**src/hw/rtl/sbt_pkg.sv**
```systemverilog
// sbt_pkg: types, codes and classification functions for the byte tokenizer.
// No dependencies.
package sbt_pkg;

    localparam int PW = 25;
    localparam int VW = 63;

    typedef enum logic [3:0] {
        M_IDLE, M_IDENT, M_NUM, M_NUMDOT, M_FRAC, M_STR, M_ESC, M_OP,
        M_LINE, M_BLOCK, M_BSTAR
    } mode_t;

    localparam logic [5:0] K_EOF = 6'd0;
    localparam logic [5:0] K_IDENT = 6'd1;
    localparam logic [5:0] K_NUM = 6'd2;
    localparam logic [5:0] K_STR = 6'd3;
    localparam logic [5:0] K_KW0 = 6'd4;
    localparam logic [5:0] K_DOT = 6'd32;
    localparam logic [5:0] K_ERR = 6'd57;

    typedef struct packed {
        logic [5:0]    kind;
        logic [PW-1:0] line;
        logic [PW-1:0] column;
        logic [PW-1:0] offset;
        logic [PW-1:0] length;
        logic [VW-1:0] value;
        logic          last;
    } token_t;

    // Up to three tokens per item, derived by the front end; cnt is 1 to 3.
    typedef struct packed {
        logic [1:0] cnt;
        token_t     t0;
        token_t     t1;
        token_t     t2;
    } entry_t;

    function automatic logic is_alpha(input logic [7:0] b);
        return (b >= 8'h61 && b <= 8'h7a) || (b >= 8'h41 && b <= 8'h5a);
    endfunction

    function automatic logic is_digit(input logic [7:0] b);
        return b >= 8'h30 && b <= 8'h39;
    endfunction

    function automatic logic is_space(input logic [7:0] b);
        return b == 8'h20 || (b >= 8'd9 && b <= 8'd13);
    endfunction

    function automatic logic [5:0] single_kind(input logic [7:0] b);
        case (b)
            8'h28: return 6'd24;
            8'h29: return 6'd25;
            8'h7b: return 6'd26;
            8'h7d: return 6'd27;
            8'h5b: return 6'd28;
            8'h5d: return 6'd29;
            8'h3b: return 6'd30;
            8'h2c: return 6'd31;
            8'h2e: return 6'd32;
            8'h2d: return 6'd40;
            8'h25: return 6'd45;
            8'h5e: return 6'd50;
            default: return 6'd0;
        endcase
    endfunction

    function automatic logic [5:0] lone_kind(input logic [7:0] b);
        case (b)
            8'h3a: return 6'd34;
            8'h3d: return 6'd37;
            8'h2b: return 6'd39;
            8'h2a: return 6'd42;
            8'h2f: return 6'd44;
            8'h26: return 6'd47;
            8'h7c: return 6'd49;
            8'h21: return 6'd52;
            8'h3c: return 6'd54;
            8'h3e: return 6'd56;
            default: return 6'd0;
        endcase
    endfunction

    function automatic logic [5:0] pair_kind(input logic [7:0] p, input logic [7:0] b);
        if (p == 8'h3a && b == 8'h3a) return 6'd33;
        if (p == 8'h3d && b == 8'h3d) return 6'd35;
        if (p == 8'h3d && b == 8'h3e) return 6'd36;
        if (p == 8'h26 && b == 8'h26) return 6'd46;
        if (p == 8'h7c && b == 8'h7c) return 6'd48;
        if (b == 8'h3d) begin
            case (p)
                8'h2b: return 6'd38;
                8'h2a: return 6'd41;
                8'h2f: return 6'd43;
                8'h21: return 6'd51;
                8'h3c: return 6'd53;
                8'h3e: return 6'd55;
                default: return 6'd0;
            endcase
        end
        return 6'd0;
    endfunction

    localparam logic [63:0] KW_WORDS [20] = '{
        64'h6e66, 64'h74656c, 64'h74736e6f63, 64'h6669, 64'h65736c65,
        64'h656c696877, 64'h726f66, 64'h6e7275746572, 64'h6b61657262,
        64'h65756e69746e6f63, 64'h746375727473, 64'h6d756e65, 64'h6c706d69,
        64'h686374616d, 64'h74756d, 64'h656661736e75,
        64'h627570, 64'h76697270, 64'h657375, 64'h646f6d
    };
    localparam logic [3:0] KW_LENS [20] = '{
        4'd2, 4'd3, 4'd5, 4'd2, 4'd4, 4'd5, 4'd3, 4'd6, 4'd5, 4'd8,
        4'd6, 4'd4, 4'd4, 4'd5, 4'd3, 4'd6, 4'd3, 4'd4, 4'd3, 4'd3
    };

endpackage

```
**src/hw/rtl/sbt_front.sv**
```systemverilog
// sbt_front: per-byte scanner state machine; yields up to three tokens per item.
// Depends on sbt_pkg.
module sbt_front import sbt_pkg::*; #(
    parameter int MAX_BYTES = 16777216
) (
    input  logic       aclk,
    input  logic       aresetn,
    input  logic       in_valid,
    input  logic       in_kind,
    input  logic [7:0] in_byte,
    output logic       in_ready,
    input  logic       q_full,
    output logic       q_push,
    output entry_t     q_data
);
    localparam logic [PW-1:0] CAP = PW'(MAX_BYTES);
    localparam logic [PW-1:0] LCAP = PW'(MAX_BYTES + 1);
    localparam logic [VW-1:0] VMAX = {VW{1'b1}};
    localparam logic [VW-1:0] VLIM = VMAX / 10;

    mode_t mode_reg, mode_next;
    logic [7:0] op_reg, op_next;
    logic [63:0] word_reg, word_next;
    logic [PW-1:0] cnt_reg, cnt_next, line_reg, line_next, col_reg, col_next;
    logic [PW-1:0] pos_reg, pos_next, sl_reg, sl_next, sc_reg, sc_next;
    logic [PW-1:0] sp_reg, sp_next;
    logic [VW-1:0] acc_reg, acc_next;
    logic sq_reg, sq_next;
    logic [5:0] wkind;

    assign in_ready = !q_full;
    wire fire = in_valid && in_ready;

    function automatic logic [PW-1:0] sadd(input logic [PW-1:0] a,
                                           input logic [PW-1:0] b,
                                           input logic [PW-1:0] c);
        logic [PW:0] s;
        s = {1'b0, a} + {1'b0, b};
        return (s > {1'b0, c}) ? c : s[PW-1:0];
    endfunction

    always_comb begin
        wkind = K_IDENT;
        for (int k = 19; k >= 0; k--) begin
            if (cnt_reg == PW'(KW_LENS[k]) && word_reg == KW_WORDS[k])
                wkind = K_KW0 + 6'(k);
        end
    end

    always_comb begin
        token_t cur, dot, nt;
        logic flush_f, idle_f, e_cur, e_dot, e_new;
        logic [VW+3:0] prod;
        logic [3:0] d;
        mode_next = mode_reg; op_next = op_reg; word_next = word_reg;
        cnt_next = cnt_reg; acc_next = acc_reg; line_next = line_reg;
        col_next = col_reg; pos_next = pos_reg; sl_next = sl_reg;
        sc_next = sc_reg; sp_next = sp_reg; sq_next = sq_reg;
        flush_f = 1'b0; idle_f = 1'b0; e_cur = 1'b0; e_dot = 1'b0; e_new = 1'b0;
        d = in_byte[3:0];
        prod = {4'b0, acc_reg} * 4'd10 + {{VW{1'b0}}, d};
        cur = '{K_IDENT, sl_reg, sc_reg, sp_reg, cnt_reg, '0, 1'b0};
        dot = '{K_DOT, sl_reg, sadd(sc_reg, cnt_reg, LCAP),
                sadd(sp_reg, cnt_reg, CAP), PW'(1), '0, 1'b0};
        nt = '{K_ERR, line_reg, col_reg, pos_reg, PW'(1), '0, 1'b0};
        if (in_kind) begin
            flush_f = 1'b1;
        end else begin
            unique case (mode_reg)
                M_IDENT: begin
                    if (is_alpha(in_byte) || is_digit(in_byte) || in_byte == 8'h5f) begin
                        if (cnt_reg < PW'(8))
                            word_next = word_reg | (64'(in_byte) << {cnt_reg[2:0], 3'b0});
                        cnt_next = sadd(cnt_reg, PW'(1), CAP);
                    end else begin flush_f = 1'b1; idle_f = 1'b1; end
                end
                M_NUM: begin
                    if (is_digit(in_byte)) begin
                        acc_next = (acc_reg > VLIM || prod[VW+3:VW] != 0) ? VMAX
                                   : prod[VW-1:0];
                        cnt_next = sadd(cnt_reg, PW'(1), CAP);
                    end else if (in_byte == 8'h2e) mode_next = M_NUMDOT;
                    else begin flush_f = 1'b1; idle_f = 1'b1; end
                end
                M_NUMDOT: begin
                    if (is_digit(in_byte)) begin
                        cnt_next = sadd(cnt_reg, PW'(2), CAP); mode_next = M_FRAC;
                    end else begin flush_f = 1'b1; idle_f = 1'b1; end
                end
                M_FRAC: begin
                    if (is_digit(in_byte)) cnt_next = sadd(cnt_reg, PW'(1), CAP);
                    else begin flush_f = 1'b1; idle_f = 1'b1; end
                end
                M_STR: begin
                    cnt_next = sadd(cnt_reg, PW'(1), CAP);
                    if (in_byte == (sq_reg ? 8'h27 : 8'h22)) begin
                        cur.kind = K_STR; cur.length = cnt_next; e_cur = 1'b1;
                        mode_next = M_IDLE;
                    end else if (in_byte == 8'h5c) mode_next = M_ESC;
                end
                M_ESC: begin
                    cnt_next = sadd(cnt_reg, PW'(1), CAP); mode_next = M_STR;
                end
                M_OP: begin
                    if (op_reg == 8'h2f && in_byte == 8'h2f) begin
                        mode_next = M_LINE; op_next = '0;
                    end else if (op_reg == 8'h2f && in_byte == 8'h2a) begin
                        mode_next = M_BLOCK; op_next = '0;
                    end else if (pair_kind(op_reg, in_byte) != 0) begin
                        cnt_next = sadd(cnt_reg, PW'(1), CAP);
                        cur.kind = pair_kind(op_reg, in_byte); cur.length = cnt_next;
                        e_cur = 1'b1; mode_next = M_IDLE; op_next = '0;
                    end else begin flush_f = 1'b1; idle_f = 1'b1; end
                end
                M_LINE: if (in_byte == 8'h0a) mode_next = M_IDLE;
                M_BLOCK: if (in_byte == 8'h2a) mode_next = M_BSTAR;
                M_BSTAR: begin
                    if (in_byte == 8'h2f) mode_next = M_IDLE;
                    else if (in_byte != 8'h2a) mode_next = M_BLOCK;
                end
                default: idle_f = 1'b1;
            endcase
        end
        if (flush_f) begin
            case (mode_reg)
                M_IDENT: begin cur.kind = wkind; e_cur = 1'b1; end
                M_NUM, M_FRAC: begin cur.kind = K_NUM; cur.value = acc_reg; e_cur = 1'b1; end
                M_NUMDOT: begin
                    cur.kind = K_NUM; cur.value = acc_reg; e_cur = 1'b1; e_dot = 1'b1;
                end
                M_STR, M_ESC: begin cur.kind = K_STR; e_cur = 1'b1; end
                M_OP: begin cur.kind = lone_kind(op_reg); e_cur = 1'b1; end
                default: ;
            endcase
            mode_next = M_IDLE; op_next = '0;
        end
        if (idle_f) begin
            mode_next = M_IDLE;
            if (!is_space(in_byte)) begin
                sl_next = line_reg; sc_next = col_reg; sp_next = pos_reg;
                cnt_next = PW'(1);
                if (is_alpha(in_byte) || in_byte == 8'h5f) begin
                    mode_next = M_IDENT; word_next = 64'(in_byte);
                end else if (is_digit(in_byte)) begin
                    mode_next = M_NUM; acc_next = VW'(d);
                end else if (in_byte == 8'h22 || in_byte == 8'h27) begin
                    mode_next = M_STR; sq_next = (in_byte == 8'h27);
                end else if (lone_kind(in_byte) != 0) begin
                    mode_next = M_OP; op_next = in_byte;
                end else begin
                    nt.kind = single_kind(in_byte) != 0 ? single_kind(in_byte) : K_ERR;
                    e_new = 1'b1;
                end
            end
        end
        if (in_kind) begin
            nt = '{K_EOF, line_reg, col_reg, pos_reg, '0, '0, 1'b0};
            e_new = 1'b1;
        end else begin
            pos_next = sadd(pos_reg, PW'(1), CAP);
            if (in_byte == 8'h0a) begin
                line_next = sadd(line_reg, PW'(1), LCAP); col_next = PW'(1);
            end else col_next = sadd(col_reg, PW'(1), LCAP);
        end
        // Pack flushed token, trailing dot and new token (or EOF) in order.
        q_data.cnt = 2'(e_cur) + 2'(e_dot) + 2'(e_new);
        q_data.t0 = e_cur ? cur : nt;
        q_data.t1 = e_dot ? dot : nt;
        q_data.t2 = nt;
        q_push = fire && (e_cur || e_new);
    end

    always_ff @(posedge aclk) begin
        if (!aresetn) begin
            mode_reg <= M_IDLE; op_reg <= '0; word_reg <= '0; cnt_reg <= '0;
            acc_reg <= '0; line_reg <= PW'(1); col_reg <= PW'(1); pos_reg <= '0;
            sl_reg <= PW'(1); sc_reg <= PW'(1); sp_reg <= '0; sq_reg <= 1'b0;
        end else if (fire) begin
            mode_reg <= mode_next; op_reg <= op_next; word_reg <= word_next;
            cnt_reg <= cnt_next; acc_reg <= acc_next; line_reg <= line_next;
            col_reg <= col_next; pos_reg <= pos_next; sl_reg <= sl_next;
            sc_reg <= sc_next; sp_reg <= sp_next; sq_reg <= sq_next;
        end
    end
endmodule

```
**src/hw/rtl/sbt_queue.sv**
```systemverilog
// sbt_queue: small register FIFO of token entries between front and back.
// Depends on sbt_pkg.
module sbt_queue import sbt_pkg::*; (
    input  logic   aclk,
    input  logic   aresetn,
    input  logic   push,
    input  entry_t wdata,
    output logic   full,
    input  logic   pop,
    output logic   empty,
    output entry_t rdata
);
    entry_t mem_reg [4];
    logic [1:0] wp_reg, rp_reg;
    logic [2:0] n_reg;

    assign full = n_reg == 3'd4;
    assign empty = n_reg == 3'd0;
    assign rdata = mem_reg[rp_reg];

    always_ff @(posedge aclk) begin
        if (push) mem_reg[wp_reg] <= wdata;
    end

    always_ff @(posedge aclk) begin
        if (!aresetn) begin
            wp_reg <= '0; rp_reg <= '0; n_reg <= '0;
        end else begin
            if (push) wp_reg <= wp_reg + 2'd1;
            if (pop) rp_reg <= rp_reg + 2'd1;
            n_reg <= n_reg + 3'(push) - 3'(pop);
        end
    end
endmodule

```
**src/hw/rtl/sbt_back.sv**
```systemverilog
// sbt_back: drains queue entries and presents their tokens one per transaction.
// Depends on sbt_pkg.
module sbt_back import sbt_pkg::*; (
    input  logic   aclk,
    input  logic   aresetn,
    input  logic   q_empty,
    input  entry_t q_data,
    output logic   q_pop,
    output logic   out_valid,
    input  logic   out_ready,
    output token_t out_tok
);
    logic [1:0] sel_reg, sel_next;
    always_comb begin
        out_valid = !q_empty;
        case (sel_reg)
            2'd0: out_tok = q_data.t0;
            2'd1: out_tok = q_data.t1;
            default: out_tok = q_data.t2;
        endcase
        out_tok.last = (sel_reg == q_data.cnt - 2'd1);
        q_pop = out_valid && out_ready && out_tok.last;
        sel_next = out_tok.last ? 2'd0 : sel_reg + 2'd1;
    end
    always_ff @(posedge aclk) begin
        if (!aresetn) sel_reg <= 2'd0;
        else if (out_valid && out_ready) sel_reg <= sel_next;
    end
endmodule

```
**src/hw/rtl/source_byte_tokenizer_top.sv**
```systemverilog
// source_byte_tokenizer_top: byte-serial tokenizer, front scanner, queue, output.
// Depends on sbt_pkg, sbt_front, sbt_queue, sbt_back.
// Takes one byte or end-of-source transaction per cycle while the four-entry
// queue has room; the scanner pushes all tokens of the item as one queue
// entry, which is registered in the queue and offered once earlier entries
// have drained. The output moves one token per cycle while m_ready is high,
// so an item with two or three tokens (a number, its trailing dot and the
// next token or EOF) holds the output until all are taken; the input stalls
// only when the queue is full.
module source_byte_tokenizer_top import sbt_pkg::*; #(
    parameter int MAX_SOURCE_BYTES = 16777216
) (
    input  logic          aclk,
    input  logic          aresetn,
    input  logic          s_valid,
    output logic          s_ready,
    input  logic          s_kind,
    input  logic [7:0]    s_source_byte,
    output logic          m_valid,
    input  logic          m_ready,
    output logic [5:0]    m_token_kind,
    output logic [PW-1:0] m_token_line,
    output logic [PW-1:0] m_token_column,
    output logic [PW-1:0] m_start_offset,
    output logic [PW-1:0] m_lexeme_length,
    output logic [VW-1:0] m_number_value,
    output logic          m_last_in_run
);
    logic q_full, q_push, q_pop, q_empty;
    entry_t q_w, q_r;
    token_t tok;

    sbt_front #(.MAX_BYTES(MAX_SOURCE_BYTES)) u_front (
        .aclk, .aresetn, .in_valid(s_valid), .in_kind(s_kind), .in_byte(s_source_byte),
        .in_ready(s_ready), .q_full, .q_push, .q_data(q_w));
    sbt_queue u_queue (.aclk, .aresetn, .push(q_push), .wdata(q_w), .full(q_full),
        .pop(q_pop), .empty(q_empty), .rdata(q_r));
    sbt_back u_back (.aclk, .aresetn, .q_empty, .q_data(q_r), .q_pop,
        .out_valid(m_valid), .out_ready(m_ready), .out_tok(tok));

    assign m_token_kind = tok.kind;
    assign m_token_line = tok.line;
    assign m_token_column = tok.column;
    assign m_start_offset = tok.offset;
    assign m_lexeme_length = tok.length;
    assign m_number_value = tok.value;
    assign m_last_in_run = tok.last;

    a_no_push_full: assert property (@(posedge aclk) disable iff (!aresetn)
        q_full |-> !q_push) else $error("push into full queue");
    a_pop_valid: assert property (@(posedge aclk) disable iff (!aresetn)
        q_pop |-> m_valid && m_ready && m_last_in_run) else $error("bad pop");
endmodule
```
**config.mk**
```make
export PLATFORM = sky130hd
export DESIGN_NAME = source_byte_tokenizer_top
export DESIGN_NICKNAME = d
export VERILOG_FILES = /design/src/hw/rtl/sbt_pkg.sv /design/src/hw/rtl/sbt_front.sv /design/src/hw/rtl/sbt_queue.sv /design/src/hw/rtl/sbt_back.sv /design/src/hw/rtl/source_byte_tokenizer_top.sv
export SDC_FILE = /design/constraint.sdc
export NUM_CORES = 2
export LEC_CHECK = 0
export BUFFER_PORTS_ARGS = -buffer_cell sky130_fd_sc_hd__buf_2
export CAP_MARGIN = 0
export CELL_PAD_IN_SITES_DETAIL_PLACEMENT = 1
export CELL_PAD_IN_SITES_GLOBAL_PLACEMENT = 1
export CORE_UTILIZATION = 50
export CTS_BUF_LIST = sky130_fd_sc_hd__clkbuf_4 sky130_fd_sc_hd__clkbuf_8
export DETAILED_ROUTE_END_ITERATION = 7
export MAX_ROUTING_LAYER = met4
export PLACE_DENSITY = 0.8
export SLEW_MARGIN = 30
export SYNTH_ARGS = -nofsm -noshare
export SYNTH_HDL_FRONTEND = slang
export SYNTH_SLANG_ARGS = --single-unit
```
**constraint.sdc**
```tcl
create_clock -name aclk -period 24.9 [get_ports aclk]
set_input_delay 2.49 -clock aclk [delete_from_list [all_inputs] [get_ports aclk]]
set_output_delay 2.49 -clock aclk [all_outputs]
set_load 0.005 [all_outputs]
```
==> flow_metrics.py <==
metrics = {
    "worst_setup_path": {
        "slowest_stage": "buf_4",
        "start_kind": "primary input",
        "critPathLaunch": "s_source_byte[1]",
        "cp_slowest_stage_delay_ns": 0.85,
        "crit_chain": "buf_2 -> and4b_1 -> nand3_1 -> a21oi_1 -> nor4_2 -> buf_4 -> nand2_1 -> and3_1 -> nor3_2 -> nor2_4 -> buf_12 -> ha_1 -> nor2_1 -> and2_4 -> buf_12 -> buf_4",
        "r2r-start": "u_front.op_reg[0]",
        "cp-end-kind": "register",
        "reg2reg_depth": 15,
        "endpoint": "u_queue.mem_reg[1][428]",
        "r2r_slack_ns": 17.58,
        "crit_required_ns": 25.56,
        "critPathArrivalTime_ns": 9.39,
        "worst-setup-path-type": "in -> reg",
        "r2r-end": "u_queue.mem_reg[1][428]",
        "path_max_fanout": 132,
    },
    "cells_and_area": {
        "largest_register_ff_count": 1340,
        "area_growth_pct": 10.9,
        "nFillCells": 16600,
        "regArea_sq_um": 46800,
        "multiInputGateArea_sq_um": 34000,
        "drive_gt1_frac": 0.178,
        "layoutNonFillerInstCount": 9355,
        "nets": 7153,
    },
    "logic_synthesis": {
        "synth_area_leader_cell": "edfxtp_1",
        "synth_area_leaders": "edfxtp_1 (49%), mux4_2 (9.1%), dfxtp_1 (7.9%)",
        "ys_ff_latch": 1666,
        "synth_fp_nets": 7024,
        "async_flop_share": 0,
        "yosys_warnings": 0,
        "synth_flop_cell": "edfxtp_1",
        "synth_area_sq_um": 82700,
        "synth.top_cell.area_share": 0.486,
        "synth_edf_count": 1340,
        "avgSynthCellArea_sq_um": 12.1,
        "synth-seq-area-share": 0.565,
        "yosys.cell_types.count": 104,
        "netlist_instances": 6810,
    },
    "power": {
        "p_per_area_nw_per_um2": 81.6,
        "peakVddDrop_v": 0.0000610,
        "power.leakage_nw": 30.8,
        "power_w": 0.00749,
    },
    "timing": {
        "setup_tns_ns": 0,
        "finalClockSkew_ns": 0.131,
        "rsz0062_at_grt": "no",
        "finalWorstPathRequiredPeriod_ns": 8.72,
        "max_freq_mhz": 115,
        "worstMarginPinSlew_ns": 1.06,
        "maxSlewHeadroom": 0.290,
        "hold_viol": 0,
        "slew_violations": 0,
        "period_share": 0.350,
        "setup_viol": 0,
    },
    "worst_hold_path": {
        "hp-class": "reg -> reg",
    },
    "place": {
        "portBuffers": 184,
        "hpwl_mm": 168,
        "dp_cells": 8811,
        "place_congestion": 0.950,
    },
    "drt": {
        "wl_mm": 261,
        "first_iter_violations": 5507,
        "first_pass_iters": 6,
        "wl_per_cell_microns": 27.9,
        "vias": 60200,
        "drc": 0,
        "ant_nets": 0,
        "drt-vias-per-instance": 6.44,
    },
    "floorplanning": {
        "ioPinCount": 185,
        "initial_core_util": 0.506,
        "rows": 148,
        "die_area_sq_um": 167000,
        "coreArea_sq_um": 164000,
        "dieWidth_microns": 409,
        "die_h_microns": 409,
    },
    "clock_tree": {
        "cts_tree": "done",
        "clockBufferDepth": 4,
        "postCtsSetupRepairBufs": 0,
        "path_clk_slew_ns": 0.06,
        "cts_max_level": 5,
        "cts_sinks": 1666,
        "cts-root-buf": "clkbuf_8",
        "clkLatencyLatePin_ns": 1.10,
        "hold_buffers": 0,
        "cts_resized": 0,
        "cts_buffers": 296,
    },
    "run": {
        "maxCapViolCount": 0,
    },
    "status": {
        "status": "finished, final reports clean",
    },
    "global_routing": {
        "grtUsageTotal": 0.317,
        "grt_pass1_vias": 62200,
        "grt_max_degree": 133,
        "antenna_found_initial": 23,
        "grt_pass1_wl_mm": 393,
        "grt_overflow": 0,
    },
}
[routing by layer]
| metal | global-route usage | share of wire | vias to the layer above |
|---|---|---|---|
| li1 | - | - | 26400 |
| met1 | 0.412 | 0.42 | 31000 |
| met2 | 0.507 | 0.48 | 2335 |
| met3 | 0.0540 | 0.067 | 469 |
| met4 | 0.102 | 0.030 | 0 |
| met5 | - | 0 | - |
[layout make-up]
type	instances	area share
Inverter	88	0.00360
Clock inverter	102	0.00771
Antenna cell	17	0.000464
Multi-Input combinational cell	4589	0.370
Timing Repair Buffer	298	0.0220
Sequential cell	1666	0.510
Clock buffer	420	0.0561
Tap cell	2175	0.0297
[power by group]
part	internal, W	total, W	switching (W)
sequential	0.00325	0.00334	0.0000879
clock	0.00143	0.00258	0.00115
combinational	0.000584	0.00158	0.000991
[cell usage in the layout (no fill, tap or decap), drive strengths merged, types with 51 or more instances in the layout]
cell type,n
nor2b,101
nor3,140
edfxtp,1340
o21ai,322
nand2,848
clkbuf,420
nand4,71
buf,298
o311ai,91
a21boi,112
inv,90
dfxtp,326
clkinv,83
mux4,335
xnor2,132
mux2,77
nor4,63
nand3,190
and2,212
and3,81
ha,195
a21o,52
nor2,378
a22oi,130
xor2,75
a31oi,51
a21oi,337
[Yosys cell counts, drive strengths merged (13+ instances only)]
cell type and n:
o311ai 91, nand4 71, nor2 378, nand3 190, or3 44, xnor2 132, edfxtp 1340, a22oi 130
nand3b 14, a21o 52, a31oi 51, nor3b 29, o31ai 27, o21a 21, and3 81, inv 87
xor2 75, and2 212, or2 17, o21bai 22, a2111oi 14, mux2 77, dfxtp 326, nor4 63
nand2 848, o21ai 322, a41oi 13, and4 36, nand2b 43, buf 94, a21oi 337, a211oi 24
clkbuf 373, ha 195, nor3 140, o22ai 31, a22o 23, or4 18, o211ai 38, mux4 335
nor2b 101, nand4b 19, a21boi 112
[worst min path at each step]
stage                    startpoint                    to  depth (start not counted)
2_1_floorplan  u_front.word_reg[60]  u_front.word_reg[60]                          2
3_3_place_gp   u_front.word_reg[60]  u_front.word_reg[60]                          2
3_5_place_dp   u_front.word_reg[51]  u_front.word_reg[51]                          2
4_1_cts        u_front.word_reg[51]  u_front.word_reg[51]                          2
5_1_grt        u_front.word_reg[63]  u_front.word_reg[63]                          1
6_report       u_front.word_reg[14]  u_front.word_reg[14]                          2
[worst max-delay path: cells and delay by family]
kind / cells / cell delay (ns)
buf+inv: 5 / 2.83
simple gates: 9 / 3.17
fa+ha+maj: 1 / 0.32
compound gates: 1 / 0.13
[cells by family after synthesis]
family                   after synthesis  share of synthesized area
AO/OA/AOI/OAI                       1426                      0.114
XOR/XNOR                             207                     0.0220
buffers and inverters                555                     0.0262
adder cells (fa/ha/maj)              201                     0.0309
AND/OR/NAND/NOR                     2333                      0.139
multiplexers                         422                      0.103
flip-flops                          1666                      0.565
[per-stage QoR]
stage                     instance area (sq um)  setup WS [ns]  hold slack (ns)  utilization
after floorplan                           82700          10.80            0.430            -
after global placement                    85600          14.97            0.450        0.523
after detailed placement                  85700          14.69            0.467        0.524
after CTS                                 91500          15.80            0.482        0.560
after global routing                      91700          15.93            0.501        0.561
final                                     91700          16.18            0.479        0.561
No activity file was read; power rests on OpenSTA's default activity.
